--- config.mk ---
export PLATFORM = sky130hd
export DESIGN_NAME = crsf_frame_receiver_flat
export DESIGN_NICKNAME = d
export VERILOG_FILES = /design/src/rtl/core/crsf_pkg.sv /design/src/rtl/core/crsf_if.sv /design/src/rtl/core/crsf_ctrl.sv /design/src/rtl/core/crsf_dp.sv /design/src/rtl/core/crsf_frame_receiver.sv /design/src/flat_wrapper.sv
export SDC_FILE = /design/constraint.sdc
export NUM_CORES = 1
export LEC_CHECK = 0
export BUFFER_PORTS_ARGS = -buffer_cell sky130_fd_sc_hd__buf_4
export CORE_MARGIN = 2
export CORE_UTILIZATION = 63
export DETAILED_ROUTE_END_ITERATION = 8
export PLACE_DENSITY_LB_ADDON = 0.15
export SYNTH_ARGS = -nofsm -noshare
export SYNTH_HDL_FRONTEND = slang
export SYNTH_HIERARCHICAL = 1
export SYNTH_SLANG_ARGS = --single-unit
--- constraint.sdc ---
create_clock -name clock -period 4.9 [get_ports clock]
set_input_delay 0.245 -clock clock [delete_from_list [all_inputs] [get_ports clock]]
set_output_delay 0.245 -clock clock [all_outputs]
set_load 0.02 [all_outputs]
--- src/rtl/core/crsf_pkg.sv ---
`timescale 1ns / 1ps
// ----------------------------------------------------------------------------
// crsf_pkg
// shared types, codes and sizes of the rc link frame receiver
// ----------------------------------------------------------------------------
package crsf_pkg;

   // frame buffer sizing
   localparam int MAX_FRAME_BYTES = 64;
   localparam int FRAME_CAP       = (MAX_FRAME_BYTES < 64) ? MAX_FRAME_BYTES : 64;
   localparam int IDX_W           = $clog2(FRAME_CAP);
   localparam int CNT_W           = $clog2(FRAME_CAP + 1);

   // field widths
   localparam int FUNC_W  = 2;
   localparam int BYTE_W  = 8;
   localparam int INDEX_W = 6;
   localparam int TIMER_W = 16;
   localparam int CSR_IDX_W  = 2;
   localparam int CSR_DATA_W = 16;

   // input selector codes
   localparam logic [FUNC_W-1:0] FUNC_BYTE    = 2'd0;
   localparam logic [FUNC_W-1:0] FUNC_TICK    = 2'd1;
   localparam logic [FUNC_W-1:0] FUNC_RESTART = 2'd2;

   // register indexes
   localparam logic [CSR_IDX_W-1:0] REG_SYNC       = 2'd0;
   localparam logic [CSR_IDX_W-1:0] REG_RC_TYPE    = 2'd1;
   localparam logic [CSR_IDX_W-1:0] REG_IDLE_LIMIT = 2'd2;
   localparam logic [CSR_IDX_W-1:0] REG_CRC_POLY   = 2'd3;

   // register reset values
   localparam logic [BYTE_W-1:0]  SYNC_RESET       = 8'hC8;
   localparam logic [BYTE_W-1:0]  RC_TYPE_RESET    = 8'h16;
   localparam logic [TIMER_W-1:0] IDLE_LIMIT_RESET = 16'd250;
   localparam logic [BYTE_W-1:0]  CRC_POLY_RESET   = 8'hD5;

   typedef enum logic [1:0] {
      ST_IDLE,
      ST_FETCH,
      ST_SEND
   } state_type;

   // controller to datapath
   typedef struct packed {
      logic accept;
      logic load_status;
      logic load_frame;
      logic step;
   } cmd_type;

   // datapath to controller
   typedef struct packed {
      logic out_free;
      logic frame_done;
      logic replay_last;
   } sts_type;

endpackage

--- src/rtl/core/crsf_if.sv ---
`timescale 1ns / 1ps
// ----------------------------------------------------------------------------
// crsf_if
// valid/ready channels for input items and result beats
// ----------------------------------------------------------------------------
interface crsf_req_if;
   import crsf_pkg::*;
   logic              valid;
   logic              ready;
   logic [FUNC_W-1:0] func;
   logic [BYTE_W-1:0] rx_byte;

   modport source (output valid, func, rx_byte, input ready);
   modport sink   (input valid, func, rx_byte, output ready);
endinterface

interface crsf_rsp_if;
   import crsf_pkg::*;
   logic               valid;
   logic               ready;
   logic [BYTE_W-1:0]  out_byte;
   logic [INDEX_W-1:0] out_index;
   logic               frame_valid;
   logic               last;
   logic               paired;

   modport source (output valid, out_byte, out_index, frame_valid, last, paired,
                   input ready);
   modport sink   (input valid, out_byte, out_index, frame_valid, last, paired,
                   output ready);
endinterface

--- src/rtl/core/crsf_ctrl.sv ---
`timescale 1ns / 1ps
// ----------------------------------------------------------------------------
// crsf_ctrl
// sequencer for item acceptance and frame replay
// ----------------------------------------------------------------------------
module crsf_ctrl
   import crsf_pkg::*;
(
   input  logic    clock,
   input  logic    reset,
   input  logic    req_valid,
   output logic    req_ready,
   input  sts_type sts,
   output cmd_type cmd
);

   state_type state_ff, state_in;

   always_ff @(posedge clock) begin
      if (reset) begin
         state_ff <= ST_IDLE;
      end else begin
         state_ff <= state_in;
      end
   end

   always_comb begin
      state_in = state_ff;
      unique case (state_ff)
         ST_IDLE: begin
            if (req_valid && sts.out_free && sts.frame_done) begin
               state_in = ST_FETCH;
            end
         end
         ST_FETCH: begin
            state_in = ST_SEND;
         end
         ST_SEND: begin
            if (sts.out_free) begin
               state_in = sts.replay_last ? ST_IDLE : ST_FETCH;
            end
         end
         default: begin
            state_in = ST_IDLE;
         end
      endcase
   end

   always_comb begin
      req_ready       = 1'b0;
      cmd             = '0;
      unique case (state_ff)
         ST_IDLE: begin
            req_ready       = sts.out_free;
            cmd.accept      = req_valid && sts.out_free;
            cmd.load_status = req_valid && sts.out_free && !sts.frame_done;
         end
         ST_FETCH: begin
         end
         ST_SEND: begin
            cmd.load_frame = sts.out_free;
            cmd.step       = sts.out_free && !sts.replay_last;
         end
         default: begin
         end
      endcase
   end

endmodule

--- src/rtl/core/crsf_dp.sv ---
`timescale 1ns / 1ps
// ----------------------------------------------------------------------------
// crsf_dp
// frame buffer, crc, link timer, registers and result register
// ----------------------------------------------------------------------------
module crsf_dp
   import crsf_pkg::*;
(
   input  logic                  clock,
   input  logic                  reset,
   input  cmd_type               cmd,
   output sts_type               sts,
   input  logic [FUNC_W-1:0]     func,
   input  logic [BYTE_W-1:0]     rx_byte,
   input  logic                  csr_wr_en,
   input  logic [CSR_IDX_W-1:0]  csr_index,
   input  logic [CSR_DATA_W-1:0] csr_wdata,
   input  logic                  rsp_ready,
   output logic                  rsp_valid,
   output logic [BYTE_W-1:0]     rsp_out_byte,
   output logic [INDEX_W-1:0]    rsp_out_index,
   output logic                  rsp_frame_valid,
   output logic                  rsp_last,
   output logic                  rsp_paired
);

   function automatic logic [BYTE_W-1:0] crc_update(input logic [BYTE_W-1:0] crc,
                                                    input logic [BYTE_W-1:0] b,
                                                    input logic [BYTE_W-1:0] poly);
      logic [BYTE_W-1:0] c;
      c = crc ^ b;
      for (int i = 0; i < 8; i++) begin
         c = c[7] ? ((c << 1) ^ poly) : (c << 1);
      end
      return c;
   endfunction

   // configuration
   logic [BYTE_W-1:0]  sync_ff, rc_type_ff, poly_ff;
   logic [TIMER_W-1:0] limit_ff;

   // frame state
   logic [CNT_W-1:0]   fill_ff, fill_in;
   logic [BYTE_W-1:0]  crc_ff, crc_in;
   logic               link_ff, link_in;
   logic [TIMER_W-1:0] timer_ff, timer_in;
   logic [BYTE_W-1:0]  len_ff, len_in;
   logic [BYTE_W-1:0]  ftype_ff, ftype_in;
   logic [TIMER_W-1:0] timer_inc;
   logic [BYTE_W-1:0]  cur_type;
   logic               frame_done;
   logic               mem_we;

   // buffer
   logic [BYTE_W-1:0]  mem [FRAME_CAP];
   logic [IDX_W-1:0]   rd_idx_ff, rd_idx_in;
   logic [BYTE_W-1:0]  rd_data_ff;
   logic               replay_last;

   // result register
   logic               valid_ff, valid_in;
   logic [BYTE_W-1:0]  obyte_ff, obyte_in;
   logic [INDEX_W-1:0] oidx_ff, oidx_in;
   logic               ofv_ff, ofv_in;
   logic               olast_ff, olast_in;
   logic               opaired_ff, opaired_in;

   always_ff @(posedge clock) begin
      if (reset) begin
         sync_ff    <= SYNC_RESET;
         rc_type_ff <= RC_TYPE_RESET;
         limit_ff   <= IDLE_LIMIT_RESET;
         poly_ff    <= CRC_POLY_RESET;
      end else if (csr_wr_en) begin
         unique case (csr_index)
            REG_SYNC:       sync_ff    <= csr_wdata[BYTE_W-1:0];
            REG_RC_TYPE:    rc_type_ff <= csr_wdata[BYTE_W-1:0];
            REG_IDLE_LIMIT: limit_ff   <= csr_wdata[TIMER_W-1:0];
            REG_CRC_POLY:   poly_ff    <= csr_wdata[BYTE_W-1:0];
            default: begin
            end
         endcase
      end
   end

   assign timer_inc = (timer_ff != '1) ? timer_ff + 1'b1 : timer_ff;
   assign cur_type  = (fill_ff == CNT_W'(2)) ? rx_byte : ftype_ff;

   // offered byte is the crc byte of a frame and matches
   assign frame_done = (func == FUNC_BYTE) && link_ff && (fill_ff > CNT_W'(1)) &&
                       (9'(fill_ff) > {1'b0, len_ff}) && (crc_ff == rx_byte);

   always_comb begin
      fill_in    = fill_ff;
      crc_in     = crc_ff;
      link_in    = link_ff;
      timer_in   = timer_ff;
      len_in     = len_ff;
      ftype_in   = ftype_ff;
      mem_we     = 1'b0;
      if (cmd.accept) begin
         unique case (func)
            FUNC_TICK: begin
               timer_in = timer_inc;
               if (link_ff && (timer_inc > limit_ff)) begin
                  link_in = 1'b0;
               end
            end
            FUNC_RESTART: begin
               link_in  = 1'b1;
               timer_in = '0;
               fill_in  = '0;
               crc_in   = '0;
            end
            FUNC_BYTE: begin
               if (link_ff && !((fill_ff == '0) && (rx_byte != sync_ff))) begin
                  mem_we  = 1'b1;
                  fill_in = fill_ff + 1'b1;
                  if (fill_ff == CNT_W'(1)) begin
                     // length must cover type and crc and fit the buffer
                     len_in = rx_byte;
                     if ((rx_byte < 8'd2) ||
                         ({1'b0, rx_byte} + 9'd2 > 9'(FRAME_CAP))) begin
                        fill_in = '0;
                        crc_in  = '0;
                     end
                  end else if (fill_ff != '0) begin
                     if (fill_ff == CNT_W'(2)) begin
                        ftype_in = rx_byte;
                     end
                     if (cur_type == rc_type_ff) begin
                        timer_in = '0;
                     end
                     if (9'(fill_ff) <= {1'b0, len_ff}) begin
                        crc_in = crc_update(crc_ff, rx_byte, poly_ff);
                     end else begin
                        // crc byte: frame ends either way
                        fill_in    = '0;
                        crc_in     = '0;
                     end
                  end
               end
            end
            default: begin
            end
         endcase
      end
   end

   always_ff @(posedge clock) begin
      if (reset) begin
         fill_ff   <= '0;
         crc_ff    <= '0;
         link_ff   <= 1'b1;
         timer_ff  <= '0;
         rd_idx_ff <= '0;
         valid_ff  <= 1'b0;
      end else begin
         fill_ff   <= fill_in;
         crc_ff    <= crc_in;
         link_ff   <= link_in;
         timer_ff  <= timer_in;
         rd_idx_ff <= rd_idx_in;
         valid_ff  <= valid_in;
      end
   end

   always_ff @(posedge clock) begin
      len_ff     <= len_in;
      ftype_ff   <= ftype_in;
      obyte_ff   <= obyte_in;
      oidx_ff    <= oidx_in;
      ofv_ff     <= ofv_in;
      olast_ff   <= olast_in;
      opaired_ff <= opaired_in;
   end

   always_ff @(posedge clock) begin
      if (mem_we) begin
         mem[fill_ff[IDX_W-1:0]] <= rx_byte;
      end
      rd_data_ff <= mem[rd_idx_ff];
   end

   assign replay_last = (8'(rd_idx_ff) == len_ff + 8'd1);

   always_comb begin
      rd_idx_in = rd_idx_ff;
      if (cmd.accept) begin
         rd_idx_in = '0;
      end else if (cmd.step) begin
         rd_idx_in = rd_idx_ff + 1'b1;
      end
   end

   always_comb begin
      obyte_in   = obyte_ff;
      oidx_in    = oidx_ff;
      ofv_in     = ofv_ff;
      olast_in   = olast_ff;
      opaired_in = opaired_ff;
      valid_in   = rsp_ready ? 1'b0 : valid_ff;
      if (cmd.load_status) begin
         obyte_in   = '0;
         oidx_in    = '0;
         ofv_in     = 1'b0;
         olast_in   = 1'b1;
         opaired_in = link_in;
         valid_in   = 1'b1;
      end else if (cmd.load_frame) begin
         obyte_in   = rd_data_ff;
         oidx_in    = INDEX_W'(rd_idx_ff);
         ofv_in     = 1'b1;
         olast_in   = replay_last;
         opaired_in = link_ff;
         valid_in   = 1'b1;
      end
   end

   assign sts.out_free    = !valid_ff || rsp_ready;
   assign sts.frame_done  = frame_done;
   assign sts.replay_last = replay_last;

   assign rsp_valid       = valid_ff;
   assign rsp_out_byte    = obyte_ff;
   assign rsp_out_index   = oidx_ff;
   assign rsp_frame_valid = ofv_ff;
   assign rsp_last        = olast_ff;
   assign rsp_paired      = opaired_ff;

endmodule

--- src/rtl/core/crsf_frame_receiver.sv ---
`timescale 1ns / 1ps
// the status result of an item is registered and shown in the cycle after its beat is taken
// throughput: one item per cycle while results are taken at once and no frame replay is under way
// a crc byte that closes a valid frame of L+2 bytes replays all of its bytes in order,
//   one registered buffer read and one result register load per byte
// reset: synchronous, active high; clears control state and loads register
//   defaults; the frame buffer is not cleared and needs no clearing pass
// ----------------------------------------------------------------------------
// crsf_frame_receiver
// rc link frame receiver with sync hunt, length check, crc8 and link timer
// ----------------------------------------------------------------------------
module crsf_frame_receiver
   import crsf_pkg::*;
(
   input  logic                  clock,
   input  logic                  reset,
   crsf_req_if.sink              req_chan,
   crsf_rsp_if.source            rsp_chan,
   input  logic                  csr_wr_en,
   input  logic [CSR_IDX_W-1:0]  csr_index,
   input  logic [CSR_DATA_W-1:0] csr_wdata
);

   cmd_type cmd;
   sts_type sts;

   // controller: takes items only when the result register is free
   crsf_ctrl u_ctrl (
      .clock     (clock),
      .reset     (reset),
      .req_valid (req_chan.valid),
      .req_ready (req_chan.ready),
      .sts       (sts),
      .cmd       (cmd)
   );

   // datapath: frame state, buffer memory and result register
   crsf_dp u_dp (
      .clock           (clock),
      .reset           (reset),
      .cmd             (cmd),
      .sts             (sts),
      .func            (req_chan.func),
      .rx_byte         (req_chan.rx_byte),
      .csr_wr_en       (csr_wr_en),
      .csr_index       (csr_index),
      .csr_wdata       (csr_wdata),
      .rsp_ready       (rsp_chan.ready),
      .rsp_valid       (rsp_chan.valid),
      .rsp_out_byte    (rsp_chan.out_byte),
      .rsp_out_index   (rsp_chan.out_index),
      .rsp_frame_valid (rsp_chan.frame_valid),
      .rsp_last        (rsp_chan.last),
      .rsp_paired      (rsp_chan.paired)
   );

endmodule

--- src/flat_wrapper.sv ---
// flat-port wrapper written by rule: the top's interface ports become plain ports
module crsf_frame_receiver_flat import crsf_pkg::*;
  (clock, reset, csr_wr_en, csr_index, csr_wdata, req_chan_valid, req_chan_func, req_chan_rx_byte, req_chan_ready, rsp_chan_valid, rsp_chan_out_byte, rsp_chan_out_index, rsp_chan_frame_valid, rsp_chan_last, rsp_chan_paired, rsp_chan_ready);
  crsf_req_if req_chan_i ();
  crsf_rsp_if rsp_chan_i ();
  input  logic clock;
  input  logic reset;
  input  logic csr_wr_en;
  input  logic [CSR_IDX_W-1:0] csr_index;
  input  logic [CSR_DATA_W-1:0] csr_wdata;
  input wire logic [$bits(req_chan_i.valid)-1:0] req_chan_valid;
  input wire logic [$bits(req_chan_i.func)-1:0] req_chan_func;
  input wire logic [$bits(req_chan_i.rx_byte)-1:0] req_chan_rx_byte;
  output wire logic [$bits(req_chan_i.ready)-1:0] req_chan_ready;
  output wire logic [$bits(rsp_chan_i.valid)-1:0] rsp_chan_valid;
  output wire logic [$bits(rsp_chan_i.out_byte)-1:0] rsp_chan_out_byte;
  output wire logic [$bits(rsp_chan_i.out_index)-1:0] rsp_chan_out_index;
  output wire logic [$bits(rsp_chan_i.frame_valid)-1:0] rsp_chan_frame_valid;
  output wire logic [$bits(rsp_chan_i.last)-1:0] rsp_chan_last;
  output wire logic [$bits(rsp_chan_i.paired)-1:0] rsp_chan_paired;
  input wire logic [$bits(rsp_chan_i.ready)-1:0] rsp_chan_ready;
  assign req_chan_i.valid = req_chan_valid;
  assign req_chan_i.func = req_chan_func;
  assign req_chan_i.rx_byte = req_chan_rx_byte;
  assign req_chan_ready = req_chan_i.ready;
  assign rsp_chan_valid = rsp_chan_i.valid;
  assign rsp_chan_out_byte = rsp_chan_i.out_byte;
  assign rsp_chan_out_index = rsp_chan_i.out_index;
  assign rsp_chan_frame_valid = rsp_chan_i.frame_valid;
  assign rsp_chan_last = rsp_chan_i.last;
  assign rsp_chan_paired = rsp_chan_i.paired;
  assign rsp_chan_i.ready = rsp_chan_ready;
  crsf_frame_receiver u_core (.clock(clock), .reset(reset), .req_chan(req_chan_i), .rsp_chan(rsp_chan_i), .csr_wr_en(csr_wr_en), .csr_index(csr_index), .csr_wdata(csr_wdata));
endmodule
; ---- Word-level counts from Yosys, hierarchy flattened
; Memories as Yosys holds them, arrays and structs flattened. A register that Yosys moved wholly into a read port is not among the register bits.
; Index checks and enable logic that the tools add are counted.
[totals]
n_memories = 1
out_inout_bits = 19
elab_cells = 146
latchBits = 0
in_bits = 33
ramBits = 512
rom_bits = 0
reg_bits = 114
[mem_list]
columns = name, depth, width, rd, rd_clocked_by_memory_dff, wr, line
row1 = u_core.u_dp.mem, 64, 8, 1, 1, 1, crsf_dp.sv:55  ; logic [BYTE_W-1:0] mem [FRAME_CAP];
[op_classes]
n_bitwise = 10
n_div = 0
n_eq_ne = 22
muxes = 47
n_addsub = 5
mul = 0
reduce_logical = 37
n_shift = 0
order_cmp = 6
[op_table]
columns = operator, n
row1 = $mux W8, 14
row2 = $mux W16, 5
row3 = $xor A8 B8 Y8, 9
row4 = $pmux W16 S3, 1
row5 = $mux W7, 5
row6 = $add A16 B1 Y16 const B, 1
row7 = $eq A8 B8 Y1, 2
row8 = $gt A16 B16 Y1, 1
row9 = $ne A16 B16 Y1 const B, 1
row10 = $pmux W8 S2, 1
row11 = $mux W1, 14
row12 = $pmux W7 S2, 1
row13 = $logic_and A1 B1 Y1, 11
row14 = $reduce_and A2 Y1, 5
row15 = $reduce_and A5 Y1, 2
row16 = $add A8 B2 Y9 const B, 1
row17 = $gt A9 B7 Y1 const B, 1
row18 = $add A8 B1 Y8 const B, 1
row19 = $eq A2 B2 Y1 const B, 4
row20 = $eq A6 B8 Y1, 1
row21 = $gt A7 B8 Y1, 1
row22 = $le A7 B8 Y1, 1
row23 = $lt A8 B2 Y1 const B, 1
row24 = $mux W2, 4
row25 = other kinds (25), 39

; ---- Logic depth before layout (Yosys ltp)
; Gate-level depths: netlist (run 1).
[logic_depth]
word_depth = 22
depth_mapped = 22
depth_no_buf = 20

; ---- Hierarchy
; The synthesis (run 1) kept the hierarchy.
[modules_own_cells]
columns = module, seq_area_each_um2, cells_per_inst, area_per_inst_um2, n_inst
row1 = crsf_dp, 17947.2, 1727, 27325.0, 1
row2 = crsf_ctrl, 40.0, 15, 122.6, 1

; ---- Worst setup path before layout (run 1)
; Ideal clock, no wire load.
[synth_path]
path_type = flip-flop to flip-flop
from = register u_core.u_dp.crc_ff[5]
to = register u_core.u_dp.crc_ff[2]
arrival_ps = 3480
t_required_ps = 4816
setup_time_ps = 84
stages_incl_launch_ff = 14
period_less_slack_ps = 3564
setup_slack_ps = 1336
path_buffers = 1
cell_sequence = dfxtp_1 xor2_2 buf_6 xnor3_1 o21ai_1 or4_1 o221ai_4 mux2i_1 o21a_2 a211oi_2 and4b_1 or4b_1 and3_4 o31ai_2
[synth_between]
elab_chain_len = 20
elab_cells_between_ends = 21
classes_between = mux (13) / bitwise (8)
[synth_rtl]
columns = item, line
row1 = "start, declared", crsf_dp.sv:44  ; logic [BYTE_W-1:0] crc_ff, crc_in;
row2 = "start signal, assigned", crsf_dp.sv:160  ; crc_ff <= crc_in;
row3 = $xor A8 B8 Y8 (*), crsf_dp.sv:31  ; c = crc ^ b;
row4 = $xor A8 B8 Y8, crsf_dp.sv:33  ; c = c[7] ? ((c << 1) ^ poly) : (c << 1);
row5 = $mux W8 (*), crsf_dp.sv:33
row6 = $xor A8 B8 Y8, crsf_dp.sv:33
row7 = $mux W8 (*) (2 in a row), crsf_dp.sv:33
row8 = $xor A8 B8 Y8, crsf_dp.sv:33
row9 = $mux W8 (*), crsf_dp.sv:33
row10 = $xor A8 B8 Y8, crsf_dp.sv:33
row11 = (+3 left out), --
row12 = $mux W8 (*), crsf_dp.sv:33
row13 = $xor A8 B8 Y8 / $mux W8 (equally long branches), crsf_dp.sv:33
row14 = $mux W8 (*), crsf_dp.sv:33
row15 = $mux W8 (*), crsf_dp.sv:134  ; if (9'(fill_ff) <= {1'b0, len_ff}) begin
row16 = $mux W8 (*), crsf_dp.sv:127  ; end else if (fill_ff != '0) begin
row17 = $mux W8 (*), crsf_dp.sv:119  ; if (fill_ff == CNT_W'(1)) begin
row18 = $mux W8 (*), crsf_dp.sv:116  ; if (link_ff && !((fill_ff == '0) && (rx_byte != sync_ff))) begin
row19 = $pmux W8 S2 (*), crsf_dp.sv:102  ; unique case (func)
; Mark *: on every way between the ends. The rest lies on a longest branch, timed or not. The select of a mux whose other input is x is not followed.
; A chain may end at the register's enable or synchronous reset.

; ---- Final worst setup path (run 1)
[layout_path]
from = register u_core.u_dp.crc_ff[5]
to = register u_core.u_dp.crc_ff[3]
[layout_between]
elab_chain_len = 20
elab_cells_between_ends = 21
classes_between = mux (13) / bitwise (8)
[layout_rtl]
columns = item, line
row1 = $xor A8 B8 Y8 (*), crsf_dp.sv:31
row2 = $xor A8 B8 Y8, crsf_dp.sv:33
row3 = $mux W8 (*), crsf_dp.sv:33
row4 = $xor A8 B8 Y8, crsf_dp.sv:33
row5 = $mux W8 (*) (2 in a row), crsf_dp.sv:33
row6 = $xor A8 B8 Y8, crsf_dp.sv:33
row7 = $mux W8 (*) (2 in a row), crsf_dp.sv:33
row8 = $xor A8 B8 Y8 / $mux W8 (equally long branches), crsf_dp.sv:33
row9 = (+2 left out), --
row10 = $mux W8 (*), crsf_dp.sv:33
row11 = $xor A8 B8 Y8 / $mux W8 (equally long branches), crsf_dp.sv:33
row12 = $mux W8 (*), crsf_dp.sv:33
row13 = $mux W8 (*), crsf_dp.sv:134
row14 = $mux W8 (*), crsf_dp.sv:127
row15 = $mux W8 (*), crsf_dp.sv:119
row16 = $mux W8 (*), crsf_dp.sv:116
row17 = $pmux W8 S2 (*), crsf_dp.sv:102
; Marked as above.

==> results.json, run 1 <==
{
  "status": "completed",
  "syn-num-nets": 1809,
  "worstHoldPathCells": 4,
  "rsz0062_at_grt": "false",
  "clk_pin_slew_ns": 0.06,
  "antenna_violating_nets_post_route": 0,
  "worstHoldPathType": "in -> reg",
  "gr-usage-all-layers": 0.2837,
  "finalSetupTns_ns": 0,
  "wirelength_microns": 62430,
  "synth_edf_count": 529,
  "finalHoldViolCount": 0,
  "max_freq_mhz": 230.5,
  "layout_setup_ws_ns": 0.5618,
  "cp_data_arrival_time_ns": 4.83,
  "cts_tree": "yes",
  "finalClockSkew_ns": 0.02399,
  "final_max_slew_viol_count": 0,
  "area_delta_synth_final_pct": 11.50,
  "rows": 76,
  "synth_area_sq_um": 27450,
  "grt_max_degree": 73,
  "r2r-start": "u_core/u_dp/crc_ff[5]",
  "power.total_mw": 11.26,
  "place.detailed.hpwl_microns": 38990,
  "grt_pass1_wl_microns": 94330,
  "critPathCaptureType": "flop",
  "clkLatencyLatePin_ns": 0.63,
  "routedWlPerCell_microns": 25.60,
  "die_w_microns": 212.7,
  "critPathKind": "reg -> reg",
  "ys_warn_count": 6,
  "slew_headroom": 0.2714,
  "die_h_microns": 212.7,
  "numPortBuffers": 51,
  "firstDrtPassIters": 6,
  "multi_input_comb_area_sq_um": 8936,
  "clock-root-buffer": "clkbuf_16",
  "critical_path_required_ns": 5.39,
  "drtIter0Drc": 1630,
  "final-setup-viol-count": 0,
  "synth-seq-cells": 634,
  "leakagePower_nw": 9.926,
  "drv_cap": 0,
  "finalCriticalPeriod_ns": 4.338,
  "reg2reg_depth": 12,
  "gp_congestion": 0.8638,
  "tightest_slew_ns": 1.089,
  "gr-total-overflow": 0,
  "dpl.cell_count": 2308,
  "initial_core_util": 0.6372,
  "coreArea_sq_um": 43080,
  "r2r_end": "u_core/u_dp/crc_ff[3]",
  "vdd_ir_drop_max_uv": 331.1,
  "seqCellArea_sq_um": 18000,
  "synthArstFlopShare": 0,
  "clock_sink_count": 634,
  "syn_avg_cell_area_sq_um": 15.76,
  "fin_crit_sh": 0.8853,
  "routed_via_density": 6.442,
  "clk_path_buf_depth": 3,
  "stdcell_count": 2439,
  "drc": 0,
  "placed_cell_area_sq_um": 28430,
  "postCtsSetupRepairBufs": 0,
  "crit_fanout": 12,
  "vias": 15710,
  "start_kind": "flop",
  "dieArea_sq_um": 45250,
  "yosysUniqueCellTypes": 82,
  "nFillCells": 2751,
  "antenna_found_initial": 3,
  "num_io_pins": 52,
  "cellPowerDensity_nw_per_um2": 367.9,
  "cts_buffers": 60,
  "rrSetupSlack_ns": 0.56,
  "min_from": "csr_index[1]",
  "fin_nets": 1870,
  "dp_slack_ns": 0.5307,
  "grt_pass1_vias": 15510,
  "syn_inst": 1742,
  "synth_top_flop_cell": "edfxtp_1",
  "min_to": "u_core/u_dp/rc_type_ff[3]",
  "ys_seq_area_frac": 0.6553,
  "layout-drive-gt1-share": 0.2035,
  "final_cell_area_sq_um": 30600,
  "htreeDepth": 2
}
-- kinds of logic (layout without fill, tap and decap cells) --
group,count (synthesis),in the layout,synth area share
flops,634,634,0.6553
simple gates,461,461,0.08050
mux,207,207,0.1524
compound gates,188,188,0.04677
buf+inv,135,246,0.01942
xor+xnor,83,83,0.03004
fa+ha+maj,34,34,0.01550
other cells,0,1,0
-- what timing repair did --
item | 4_1_cts | 5_1_grt
endpoints found under the hold margin | 42 | 0
hold buffers | 18 | 0
setup endpoints to repair | 0 | 0
gates resized for setup | 0 | 0
-- synth_stat cells, drive strengths merged, types with 3 or more instances --
cell type | count | area, sq um
edfxtp | 529 | 15890
nor2 | 169 | 634.4
mux4 | 168 | 3784
nand2 | 111 | 416.7
dfxtp | 105 | 2102
clkbuf | 67 | 255.3
a21oi | 63 | 319.1
xnor2 | 50 | 464.2
nand3 | 38 | 190.2
inv | 37 | 138.9
o21ai | 35 | 175.2
ha | 34 | 425.4
mux2i | 31 | 310.3
buf | 29 | 131.4
xor2 | 29 | 269.0
a211o | 18 | 157.7
and3 | 17 | 111.4
nand4 | 17 | 106.4
nor3 | 16 | 91.34
a21o | 12 | 90.09
nand2b | 10 | 62.56
nand3b | 10 | 75.07
nor2b | 10 | 62.56
nor3b | 10 | 75.07
or3 | 10 | 62.56
a211oi | 9 | 82.58
o21a | 9 | 68.82
or2 | 9 | 56.30
mux2 | 8 | 90.09
nor4 | 8 | 50.05
a31oi | 6 | 37.54
and2 | 6 | 37.54
nor4b | 6 | 52.55
o211ai | 5 | 42.54
and4 | 4 | 35.03
o31ai | 4 | 45.05
or4 | 4 | 33.78
a2111oi | 3 | 32.53
a32oi | 3 | 26.28
xnor3 | 3 | 67.56
-- sequential cells by signal, summed over array words and instances (netlist names) --
name / count
u_core/u_ctrl/state_ff: 2
u_core/u_dp/crc_ff: 8
u_core/u_dp/fill_ff: 7
u_core/u_dp/ftype_ff: 8
u_core/u_dp/len_ff: 8
u_core/u_dp/limit_ff: 16
u_core/u_dp/link_ff: 1
u_core/u_dp/mem: 512
u_core/u_dp/poly_ff: 8
u_core/u_dp/rc_type_ff: 8
u_core/u_dp/rd_data_ff: 8
u_core/u_dp/rd_idx_ff: 6
u_core/u_dp/rsp_frame_valid: 1
u_core/u_dp/rsp_last: 1
u_core/u_dp/rsp_out_byte: 8
u_core/u_dp/rsp_out_index: 6
u_core/u_dp/rsp_paired: 1
u_core/u_dp/rsp_valid: 1
u_core/u_dp/sync_ff: 8
u_core/u_dp/timer_ff: 16
-- metal layers --
| metal | up-vias | track usage | share of wire |
|---|---|---|---|
| li1 | 6894 | - | - |
| met1 | 7995 | 0.3664 | 0.39 |
| met2 | 692 | 0.4864 | 0.51 |
| met3 | 128 | 0.05560 | 0.071 |
| met4 | 2 | 0.09718 | 0.033 |
| met5 | - | 0 | 0.00019 |
-- cells in the final DEF (no fill, tap or decap), types with 15 or more instances in the layout --
cell type | netlist | routed
buf_4 | 4 | 74
nand3_1 | 38 | 38
mux4_2 | 168 | 168
a211o_1 | 18 | 18
xnor2_1 | 48 | 48
edfxtp_1 | 529 | 529
nor3_1 | 15 | 15
inv_1 | 36 | 36
mux2i_1 | 31 | 31
dfxtp_1 | 105 | 101
a21oi_1 | 62 | 62
and3_1 | 16 | 16
o21ai_0 | 29 | 29
nor2_1 | 169 | 168
dlygate4sd3_1 | 0 | 18
clkbuf_16 | 0 | 67
nand2_1 | 111 | 111
nand4_1 | 17 | 17
ha_1 | 34 | 34
xor2_1 | 27 | 27
-- worst max-delay path: stages, from the launching register on --
cell	delay, ns
dfxtp_1	0.38
xor2_2	0.61
xnor3_1	0.34
o21ai_1	0.07
or4_1	0.59
o221ai_4	0.15
mux2i_1	0.46
nor3_4	0.11
o211a_1	0.27
o21ai_1	0.14
xor3_1	0.44
and4_1	0.28
or3_1	0.36
-- through the flow --
| stage | hold WS (ns) | util |
|---|---|---|
| after floorplan | 0.3074 | - |
| after global placement | 0.4465 | 0.6599 |
| after detailed placement | 0.4515 | 0.6599 |
| after CTS | 0.01751 | 0.7104 |
| after global routing | 0.04370 | 0.7104 |
| final | 0.05414 | 0.7104 |
-- power by group --
group	switching [mW]	internal, mW	total (mW)
sequential	0.0174	5.85	5.86
combinational	0.489	0.293	0.783
clock	1.94	2.67	4.61
total	2.45	8.81	11.3
-- final cells by class --
type | instances | area share
Sequential cell | 634 | 0.5881
Multi-Input combinational cell | 973 | 0.2920
Clock buffer | 83 | 0.05773
Timing Repair Buffer | 95 | 0.02600
Tap cell | 585 | 0.02392
Clock inverter | 29 | 0.007400
Inverter | 39 | 0.004784
Antenna cell | 1 | 0.00008177
-- how the worst max path moves through the flow --
stage | startpoint | to | slack, ns | cells after the start
final | u_core/u_dp/crc_ff[5] | u_core/u_dp/crc_ff[3] | 0.56 | 12
after global routing | u_core/u_dp/fill_ff[4] | u_core/u_dp/timer_ff[9] | 0.29 | 12
after CTS | u_core/u_dp/crc_ff[5] | u_core/u_dp/crc_ff[3] | 0.57 | 12
after detailed placement | req_chan_rx_byte[5] | u_core/u_dp/crc_ff[3] | 0.53 | 13
after global placement | req_chan_rx_byte[5] | u_core/u_dp/crc_ff[3] | 0.68 | 13
after floorplan | u_core/u_dp/crc_ff[5] | u_core/u_dp/crc_ff[2] | 1.34 | 13
No activity file was read; power rests on OpenSTA's default activity.
==> inputs of run 2 (changes only) <==
--- a/config.mk
+++ b/config.mk
@@ -6,9 +6,12 @@
 export NUM_CORES = 1
 export LEC_CHECK = 0
 export BUFFER_PORTS_ARGS = -buffer_cell sky130_fd_sc_hd__buf_4
+export CELL_PAD_IN_SITES_DETAIL_PLACEMENT = 1
+export CELL_PAD_IN_SITES_GLOBAL_PLACEMENT = 2
 export CORE_MARGIN = 2
-export CORE_UTILIZATION = 63
+export CORE_UTILIZATION = 47
 export DETAILED_ROUTE_END_ITERATION = 8
+export HOLD_SLACK_MARGIN = 0.08
 export PLACE_DENSITY_LB_ADDON = 0.15
 export SYNTH_ARGS = -nofsm -noshare
 export SYNTH_HDL_FRONTEND = slang
==> results.json, run 2 (same netlist as run 1, synthesis figures left out) <==
{
  "firstDrtPassIters": 7,
  "stdcell_count": 2656,
  "numPortBuffers": 51,
  "cp_data_arrival_time_ns": 5.07,
  "rsz0062_at_grt": "false",
  "num_antenna_cells": 0,
  "drv_cap": 0,
  "finalCriticalPeriod_ns": 4.550,
  "critPathCaptureType": "flop",
  "antenna_found_initial": 1,
  "largest_reg_flops": 512,
  "area_delta_synth_final_pct": 13.93,
  "clk_path_buf_depth": 3,
  "final_common_cell": "edfxtp_1",
  "net-switching-power_mw": 2.598,
  "layout-drive-gt1-share": 0.2142,
  "dieArea_sq_um": 60350,
  "cts_buffers": 67,
  "drc": 0,
  "gr-total-overflow": 0,
  "status": "completed",
  "clock_power_share": 0.430,
  "clk_pin_slew_ns": 0.06,
  "wirelength_microns": 70310,
  "coreArea_sq_um": 57700,
  "dp_slack_ns": 0.3342,
  "mostFrequentLayoutCells": "edfxtp_1, nor2_1, mux4_2, nand2_1, dfxtp_1",
  "final_cell_area_sq_um": 31270,
  "finalClockSkew_ns": 0.02052,
  "clock-root-buffer": "clkbuf_16",
  "seqPwrFrac": 0.500,
  "num_io_pins": 52,
  "cellPowerDensity_nw_per_um2": 375.1,
  "htreeDepth": 3,
  "placed_cell_area_sq_um": 28870,
  "gr-usage-all-layers": 0.2417,
  "cts_tree": "yes",
  "combPwrFrac": 0.069,
  "cts_resized": 0,
  "routedWlPerCell_microns": 26.47,
  "gp_congestion": 0.8173,
  "drtIter0Drc": 1069,
  "finalSetupTns_ns": 0,
  "path_cells": "or3_1, nor3_1, nand2_1, mux2_2, xnor2_1, nand4_1, nor4_1, nand4_1, a21o_1, nor2_1, nand3b_1, a21oi_1",
  "postCtsSetupRepairBufs": 0,
  "slew_headroom": 0.2465,
  "clkLatencyLatePin_ns": 0.60,
  "layout_setup_ws_ns": 0.3505,
  "grt_pass1_wl_microns": 107800,
  "critical_path_required_ns": 5.42,
  "start_kind": "flop",
  "place.detailed.hpwl_microns": 45080,
  "final-setup-viol-count": 0,
  "vias": 15700,
  "max_stage_delay_ns": 0.54,
  "critPathKind": "reg -> reg",
  "grt_pass1_vias": 16550,
  "path_common_cell": "nand4_1",
  "grt_max_degree": 71,
  "leakagePower_nw": 10.17,
  "nFillCells": 5399,
  "initial_core_util": 0.4757,
  "worstHoldPathType": "in -> reg",
  "final_max_slew_viol_count": 0,
  "fin_nets": 1908,
  "cpMaxStageDelayCell": "or3_1",
  "vdd_ir_drop_max_uv": 253.5,
  "antenna_violating_nets_post_route": 0,
  "die_w_microns": 245.7,
  "max_freq_mhz": 219.8,
  "tightest_slew_ns": 1.129,
  "crit_fanout": 23,
  "dpl.cell_count": 2515,
  "fin_crit_sh": 0.9285,
  "rows": 88,
  "finalHoldViolCount": 0,
  "post-route-util": 0.5420,
  "routed_via_density": 5.913,
  "die_h_microns": 245.7,
  "p_int_mw": 9.131,
  "clock_sink_count": 634,
  "p_sw_frac": 0.2215
}
[run 2: stage by stage]
step                hold WS [ns]  power (mW)
floorplan                 0.3074       6.514
global placement          0.4439       6.750
detailed placement        0.4497       6.774
CTS                       0.1124       11.84
global route              0.1356       12.13
finish                    0.1400       11.73
[run 2: timing repair]
action                                  CTS  global route
endpoints found under the setup margin    0             0
hold endpoints to repair                 61             0
hold buffers                             22             0
[run 2: final cells by class]
class	count	area [sq um]	share of cell area
clock buffer	95	1866	0.05966
timing repair buffer	126	1051	0.03361
multi-input combinational	973	8936	0.2858
tap	765	957.2	0.03061
clock inverter	24	317.8	0.01016
sequential	634	18000	0.5755
inverter	39	146.4	0.004681
[run 2: final timing paths]
check	end	slack, ns	depth (start not counted)	from
worst max-delay path	u_core/u_dp/timer_ff[9]	0.35	12	u_core/u_dp/fill_ff[5]
worst min-delay path	u_core/u_dp/poly_ff[0]	0.14	4	csr_index[0]
worst max register to register	u_core/u_dp/timer_ff[9]	0.35	12	u_core/u_dp/fill_ff[5]
worst min register to register	u_core/u_dp/limit_ff[9]	0.45	2	u_core/u_dp/limit_ff[9]
[run 2: worst max-delay path, delay by kind of cell (launching register included)]
kind | cells | cell delay (ns)
and+or+nand+nor | 8 | 2.72
AOI/OAI and AO/OA | 2 | 0.66
DFF | 1 | 0.50
muxes | 1 | 0.39
xor gates and xnor gates | 1 | 0.15
[run 2: power by group through the flow]
stage	registers [mW]	clock network [mW]	logic (mW)
2_1_floorplan	5.97	0	0.541
3_3_place_gp	5.98	0	0.771
3_5_place_dp	5.98	0	0.794
4_1_cts	5.87	5.16	0.815
5_1_grt	5.87	5.37	0.895
6_report	5.87	5.05	0.814
[run 2: routing by layer]
| layer | GRT usage | wire [microns] |
|---|---|---|
| met1 | 0.3304 | 29850 |
| met2 | 0.4080 | 35650 |
| met3 | 0.03219 | 3125 |
| met4 | 0.06774 | 1681 |
| met5 | 0 | 0 |
